<file path="src/hw/rtl/particle_pool_tick_spawn_compact_defines.svh">
// Assertion macros shared by the particle pool RTL.
// Included by modules that carry concurrent checks; no other dependencies.
`ifndef PARTICLE_POOL_TICK_SPAWN_COMPACT_DEFINES_SVH
`define PARTICLE_POOL_TICK_SPAWN_COMPACT_DEFINES_SVH

// Implication check, disabled during reset.
`define PPT_ASSERT_IMP(label, clk, rst_n, ante, cons) \
    label: assert property (@(posedge clk) disable iff (!rst_n) (ante) |-> (cons)) \
        else $error("assertion failed");

// Next-cycle implication check, disabled during reset.
`define PPT_ASSERT_NXT(label, clk, rst_n, ante, cons) \
    label: assert property (@(posedge clk) disable iff (!rst_n) (ante) |=> (cons)) \
        else $error("assertion failed");

`endif

</file>
<file path="src/hw/rtl/ppt_pkg.sv">
// Package for the particle pool block: constants, slot record type, op codes.
// No dependencies.
package ppt_pkg;
    localparam int POOL_SIZE_DEF  = 256;
    localparam int HARD_LIMIT_DEF = 10000;
    localparam logic [15:0] DEFAULT_STEP = 16'd1092;

    localparam logic [1:0] OP_SPAWN = 2'd0;
    localparam logic [1:0] OP_TICK  = 2'd1;
    localparam logic [1:0] OP_READ  = 2'd2;
    localparam logic [1:0] OP_NOP   = 2'd3;

    localparam logic [23:0] LIFE_MIN = 24'h800000;

    // One pool slot as it sits in memory.
    typedef struct packed {
        logic [15:0] position;
        logic [15:0] velocity;
        logic [23:0] life;
        logic [31:0] distance;
        logic [31:0] appearance;
    } slot_t;

    localparam int SLOT_W = $bits(slot_t);
endpackage

</file>
<file path="src/hw/rtl/ppt_update_unit.sv">
// Shared slot update datapath for a tick: two registered stages.
// Depends on ppt_pkg for the slot record type.
module ppt_update_unit (
    input  logic              clk,
    input  logic              rst_n,
    input  logic              in_valid,
    input  ppt_pkg::slot_t    in_slot,
    input  logic [15:0]       dt,
    input  logic [15:0]       perimeter,
    input  logic [31:0]       max_dist,
    output logic              out_valid,
    output ppt_pkg::slot_t    out_slot
);
    logic           s1_valid_reg;
    ppt_pkg::slot_t s1_slot_reg;
    logic [30:0]    s1_mag_reg;
    logic           s1_neg_reg;
    logic [24:0]    s1_life_reg;
    logic           out_valid_reg;
    ppt_pkg::slot_t out_slot_reg;

    logic [15:0] vabs;
    logic [46:0] dprod;
    logic [32:0] dsum;
    logic [31:0] dnew;
    logic [15:0] mv;
    logic [15:0] pnew;
    logic [23:0] lnew;

    assign vabs = in_slot.velocity[15] ? (16'd0 - in_slot.velocity) : in_slot.velocity;

    // Valid bits of both stages.
    always_ff @(posedge clk or negedge rst_n)
    begin
        if (!rst_n)
        begin
            s1_valid_reg  <= 1'b0;
            out_valid_reg <= 1'b0;
        end
        else
        begin
            s1_valid_reg  <= in_valid;
            out_valid_reg <= s1_valid_reg;
        end
    end

    // Stage one: velocity times time step, life subtraction.
    always_ff @(posedge clk)
    begin
        s1_slot_reg  <= in_slot;
        s1_mag_reg   <= 31'({16'd0, vabs} * {16'd0, dt});
        s1_neg_reg   <= in_slot.velocity[15];
        s1_life_reg  <= 25'({in_slot.life[23], in_slot.life}) - 25'({9'd0, dt});
    end

    // Stage two: distance, position, death check.
    always_comb
    begin
        dprod = 47'(s1_mag_reg) * 47'(perimeter);
        dsum  = {1'b0, s1_slot_reg.distance} + 33'(dprod >> 20);
        dnew  = dsum[32] ? 32'hFFFFFFFF : dsum[31:0];
        mv    = s1_mag_reg[27:12];
        pnew  = s1_neg_reg ? s1_slot_reg.position - mv : s1_slot_reg.position + mv;
        if (s1_life_reg[24] != s1_life_reg[23])
        begin
            lnew = ppt_pkg::LIFE_MIN;
        end
        else
        begin
            lnew = s1_life_reg[23:0];
        end
        if (dnew > max_dist)
        begin
            lnew = 24'd0;
        end
    end

    always_ff @(posedge clk)
    begin
        out_slot_reg           <= s1_slot_reg;
        out_slot_reg.distance  <= dnew;
        out_slot_reg.position  <= pnew;
        out_slot_reg.life      <= lnew;
    end

    assign out_valid = out_valid_reg;
    assign out_slot  = out_slot_reg;
endmodule

</file>
<file path="config.mk">
export PLATFORM = sky130hd
export DESIGN_NAME = ppt_update_unit
export DESIGN_NICKNAME = d
export VERILOG_FILES = /design/src/hw/rtl/particle_pool_tick_spawn_compact_defines.svh /design/src/hw/rtl/ppt_pkg.sv /design/src/hw/rtl/ppt_update_unit.sv
export SDC_FILE = /design/constraint.sdc
export NUM_CORES = 2
export LEC_CHECK = 0
export BUFFER_PORTS_ARGS = -buffer_cell sky130_fd_sc_hd__buf_4
export CORE_ASPECT_RATIO = 0.7
export CORE_MARGIN = 3
export CORE_UTILIZATION = 50
export CTS_CLUSTER_DIAMETER = 120
export DETAILED_ROUTE_END_ITERATION = 10
export PLACE_DENSITY = 0.72
export REMOVE_ABC_BUFFERS = 1
export SETUP_SLACK_MARGIN = 0.5
export SYNTH_ARGS = -nofsm -noshare
export SYNTH_HDL_FRONTEND = slang
export SYNTH_SLANG_ARGS = --single-unit
</file>
<file path="constraint.sdc">
create_clock -name clk -period 12.5 [get_ports clk]
set_clock_uncertainty 0.2 [all_clocks]
set_input_delay 3.125 -clock clk [delete_from_list [all_inputs] [get_ports clk]]
set_output_delay 3.125 -clock clk [all_outputs]
set_load 0.02 [all_outputs]
</file>
# Word level (Yosys, flattened, before mapping)
# Index checks and enable logic that the tools add are counted.
# word_totals
ff_bits,275
input_bits,187
out_inout_bits,121
# op_classes
n_addsub,5
multipliers,2
n_lt_le_gt_ge,1
eq_ne,1
muxes,4
n_reduce_logical,1
# ops
operator,n
$mul A31 B16 Y47,1
$add A32 B27 Y33,1
$gt A32 B32 Y1,1
$mux W16,2
$mux W32,1
$mul A16 B16 Y31,1
$sub A24 B17 Y25,1
$mux W24,1
$add A16 B16 Y16,1
$sub A1 B16 Y16 const A,1
$sub A16 B16 Y16,1
$reduce_or A2 Y1,1
$ne A1 B1 Y1,1

# Longest topological paths before layout
# logic_depth
depth_word,5
ltp_mapped,48
mapped_depth_nobuf,42

# Worst setup path before layout
# Ideal clock, no wire load.
# synth_timing
path_type,in2reg
startpoint,input perimeter[1]
endpoint,register out_slot_reg (netlist bit out_slot[65])
arrival_ps,12457
path_slack_ps,-236
stages,44
n_path_buf,4
cell_sequence,clkbuf_1 > nand2_1 > fa_1 > inv_1 > fa_1 > inv_1 > fa_1 > inv_1 > fa_1 > fa_1 > inv_1 > fa_1 > inv_1 > ha_1 > buf_2 > a21o_1 > a21o_1 > a211oi_1 > (+8 left out) > o21ai_1 > nand2b_1 > o211ai_1 > a2111oi_2 > o41ai_1 > a21oi_2 > nor3_2 > mux2_1 > ha_1 > nand4_1 > nor2_1 > nand3_1 > or3_1 > clkbuf_1 > nor4_4 > buf_2 > nand2_1 > o211ai_1
# synth_via
elab_chain_len,5
# synth_lines
item,line,rtl
"start, declared",ppt_update_unit.sv:9,"input logic [15:0] perimeter,"
$mul A31 B16 Y47,ppt_update_unit.sv:59,dprod = 47'(s1_mag_reg) * 47'(perimeter);
$add A32 B27 Y33,ppt_update_unit.sv:60,"dsum = {1'b0, s1_slot_reg.distance} + 33'(dprod >> 20);"
$mux W32,ppt_update_unit.sv:61,dnew = dsum[32] ? 32'hFFFFFFFF : dsum[31:0];
via dnew[31],ppt_update_unit.sv:25,logic [31:0] dnew;
$gt A32 B32 Y1,ppt_update_unit.sv:72,if (dnew > max_dist)
$reduce_or A2 Y1 (no source line),--,
"end signal, assigned",ppt_update_unit.sv:80,out_slot_reg <= s1_slot_reg;
"end, declared",ppt_update_unit.sv:20,ppt_pkg::slot_t out_slot_reg;
# The timed path passes the listed nets, and every way through them passes these cells.
# A chain may end at the register's enable or synchronous reset.

# Worst setup path in the final report
# layout_timing
startpoint,input perimeter[15]
endpoint,register out_slot_reg (netlist bit out_slot[71])
# The elaborated chain is that of the path after synthesis.

==> results.sh <==
export IMPL_status="complete, but fails checks"
export IMPL_violations="negative setup slack"
export IMPL_grt_max_degree=31
export IMPL_vias=26400
export IMPL_die_area_um2=70550
export IMPL_slowest_stage="fa_1"
export IMPL_async_reset_ff_share_pct=0.7299
export IMPL_row_count=78
export IMPL_cpPeakStageDelay_ns=0.54
export IMPL_syn_cell_area_um2=33670
export IMPL_coreArea_um2=65680
export IMPL_htree_levels=1
export IMPL_die_w_um=316.2
export IMPL_grt_first_pass_wirelength_um=144200
export IMPL_fin_crit_ns=12.62
export IMPL_vias_per_cell=5.211
export IMPL_cts_sinks=274
export IMPL_synth_ff_type="dfxtp_1"
export IMPL_cts_buffers=27
export IMPL_worstPathArrival_ns=12.93
export IMPL_layout_worst_path_cycle_share_pct=101.0
export IMPL_final_cell_mix="inv_1, nand2_1, fa_1, buf_4, ha_1"
export IMPL_netlist_instances=3694
export IMPL_yosysWarningCount=0
export IMPL_whs_ns=0.1140
export IMPL_grt_pass1_vias=27070
export IMPL_die_h_um=223.1
export IMPL_hold_violations=0
export IMPL_antenna_found_initial=2
export IMPL_stdcell_count=5066
export IMPL_dp_hpwl_um=70720
export IMPL_layout_nets=5258
export IMPL_drt_pass1_iterations=5
export IMPL_dp_cells=4955
export IMPL_final_setup_viol_count=24
export IMPL_hold_path_class="reg -> reg"
export IMPL_ios=308
export IMPL_cts_root_buf="clkbuf_16"
export IMPL_fill_cells=5376
export IMPL_ys_seq_area_share_pct=16.32
export IMPL_cts_clk_slew_worst_paths_ns=0.07
export IMPL_synth_edf_count=0
export IMPL_grt_usage_pct=25.59
export IMPL_drive_above_1_share_pct=19.05
export IMPL_hold_buffers=0
export IMPL_tritoncts="done"
export IMPL_ys_seq_elements=274
export IMPL_setup_worst_path_class="in -> reg"
export IMPL_synth_avg_cell_area_um2=9.116
export IMPL_grt_overflow_total=0
export IMPL_port_buffers=307
export IMPL_clock_latency_ns=0.58
export IMPL_drt_wl_total_um=91860
export IMPL_wl_per_cell_um=18.13
export IMPL_start_kind="input pin"
export IMPL_first_iter_violations=1863
export IMPL_gpl_final_weighted_congestion=0.9298
export IMPL_initial_core_util_pct=51.27
export IMPL_largest_register_ffs=120
export IMPL_fin_ws_ns=-0.1206
export IMPL_syn_to_final_growth_pct=21.52
export IMPL_maxCapViolCount=0
export IMPL_ys_types=87
export IMPL_clock_path_buffers=3
export IMPL_final_max_slew_viol_count=0
export IMPL_layout_commonest_cell="inv_1"
export IMPL_remaining_drc_errors=0
export IMPL_crit_top_cell="fa_1"
export IMPL_rsz0062_at_grt="true"
export IMPL_max_slew_margin_rel_pct=19.30
export IMPL_worstMarginPinSlew_ns=1.198
export IMPL_required_ns=12.81
export IMPL_antenna_left=0
export IMPL_fmax_ghz=0.07924
export IMPL_endpoint_kind="register"
export IMPL_path_max_fanout=6
==> layout make-up <==
cell class,instances,area (µm²),area share (%)
multi-input combinational,2509,25410,62.08
sequential,274,5495,13.43
timing repair buffer,594,5146,12.58
inverter,757,2841,6.943
tap,880,1101,2.691
clock buffer,37,743.2,1.816
clock inverter,13,185.2,0.4525
antenna,2,5.005,0.01223
==> synth_stat cells, types with 6 or more instances <==
| library cell | count | area share [%] |
|---|---|---|
| a211oi_1 | 10 | 0.22 |
| a21o_1 | 45 | 1.0 |
| a21oi_1 | 88 | 1.3 |
| a31oi_1 | 7 | 0.13 |
| a41oi_1 | 6 | 0.16 |
| and2_1 | 235 | 4.4 |
| and3_1 | 6 | 0.11 |
| buf_1 | 9 | 0.10 |
| buf_2 | 8 | 0.12 |
| clkbuf_1 | 135 | 1.5 |
| dfxtp_1 | 272 | 16 |
| fa_1 | 599 | 36 |
| ha_1 | 309 | 11 |
| inv_1 | 757 | 8.4 |
| nand2_1 | 625 | 7.0 |
| nand2b_1 | 11 | 0.20 |
| nand3_1 | 41 | 0.61 |
| nand4_1 | 14 | 0.26 |
| nor2_1 | 89 | 0.99 |
| nor2b_1 | 44 | 0.82 |
| nor3_1 | 23 | 0.34 |
| nor3_2 | 6 | 0.18 |
| o211ai_1 | 27 | 0.60 |
| o21a_1 | 17 | 0.38 |
| o21ai_0 | 42 | 0.62 |
| o21bai_1 | 19 | 0.42 |
| o31ai_1 | 7 | 0.16 |
| or3_1 | 11 | 0.20 |
| xnor2_1 | 96 | 2.5 |
| xor2_1 | 44 | 1.1 |
==> worst max-delay path, delay by kind of cell <==
kind | cells | cell delay [ns]
AOI/OAI and AO/OA | 15 | 3.16
buffers and inverters | 9 | 1.18
xor gates and xnor gates | 2 | 0.25
and+or+nand+nor | 8 | 1.30
adders and majority gates | 9 | 3.89
==> metal layers <==
layer	global-route usage, %	up-vias	part of all wire [%]	wire length [µm]
li1	-	12137	-	-
met1	36.58	13021	43	39940
met2	39.26	1099	44	40490
met3	6.556	143	9.9	9113
met4	5.585	0	2.5	2318
met5	0	-	0	0
==> through the flow <==
step / utilization, % / setup slack, ns / cell area [µm²] / setup TNS, ns
6_report: 62.31 / -0.1206 / 40920 / -1.469
2_1_floorplan: - / -0.5437 / 33070 / -11.04
4_1_cts: 61.31 / 0.2057 / 40270 / 0
5_1_grt: 62.31 / -0.4575 / 40920 / -9.388
3_5_place_dp: 58.58 / -0.9809 / 38480 / -20.61
3_3_place_gp: 58.58 / -0.8107 / 38480 / -16.26
==> final timing paths <==
check                                 startpoint            end  slack, ns  depth (start not counted)
worst min register to register  s1_slot_reg[100]  out_slot[100]       0.11                          0
worst max register to register     s1_mag_reg[8]   out_slot[71]       1.59                         43
worst max-delay path               perimeter[15]   out_slot[71]      -0.12                         43
worst min-delay path            s1_slot_reg[100]  out_slot[100]       0.11                          0
max in group asynchronous                  rst_n   s1_valid_reg       9.90                          1
min in group asynchronous                  rst_n      out_valid       2.11                          1
==> logic make-up (layout without fill, tap and decap cells) <==
family | after synthesis | after routing | synth area share (%)
AOI/OAI and AO/OA | 328 | 328 | 6.833
xor gates and xnor gates | 141 | 141 | 3.690
adders and majority gates | 908 | 908 | 47.09
buffers and inverters | 911 | 1401 | 10.23
DFF | 274 | 274 | 16.32
muxes | 4 | 4 | 0.1300
other | 0 | 2 | 0
and+or+nand+nor | 1128 | 1128 | 15.71
==> repair_timing <==
| item | 4_1_cts | 5_1_grt |
|---|---|---|
| cloned | 5 | 12 |
| gates resized for setup | 103 | 76 |
| setup buffers | 31 | 11 |
| setup endpoints to repair | 24 | 24 |
| pin swaps | 72 | 44 |
Power is not shown: default switching activity piles up to over one toggle a cycle in this logic, so the estimate is an artifact.
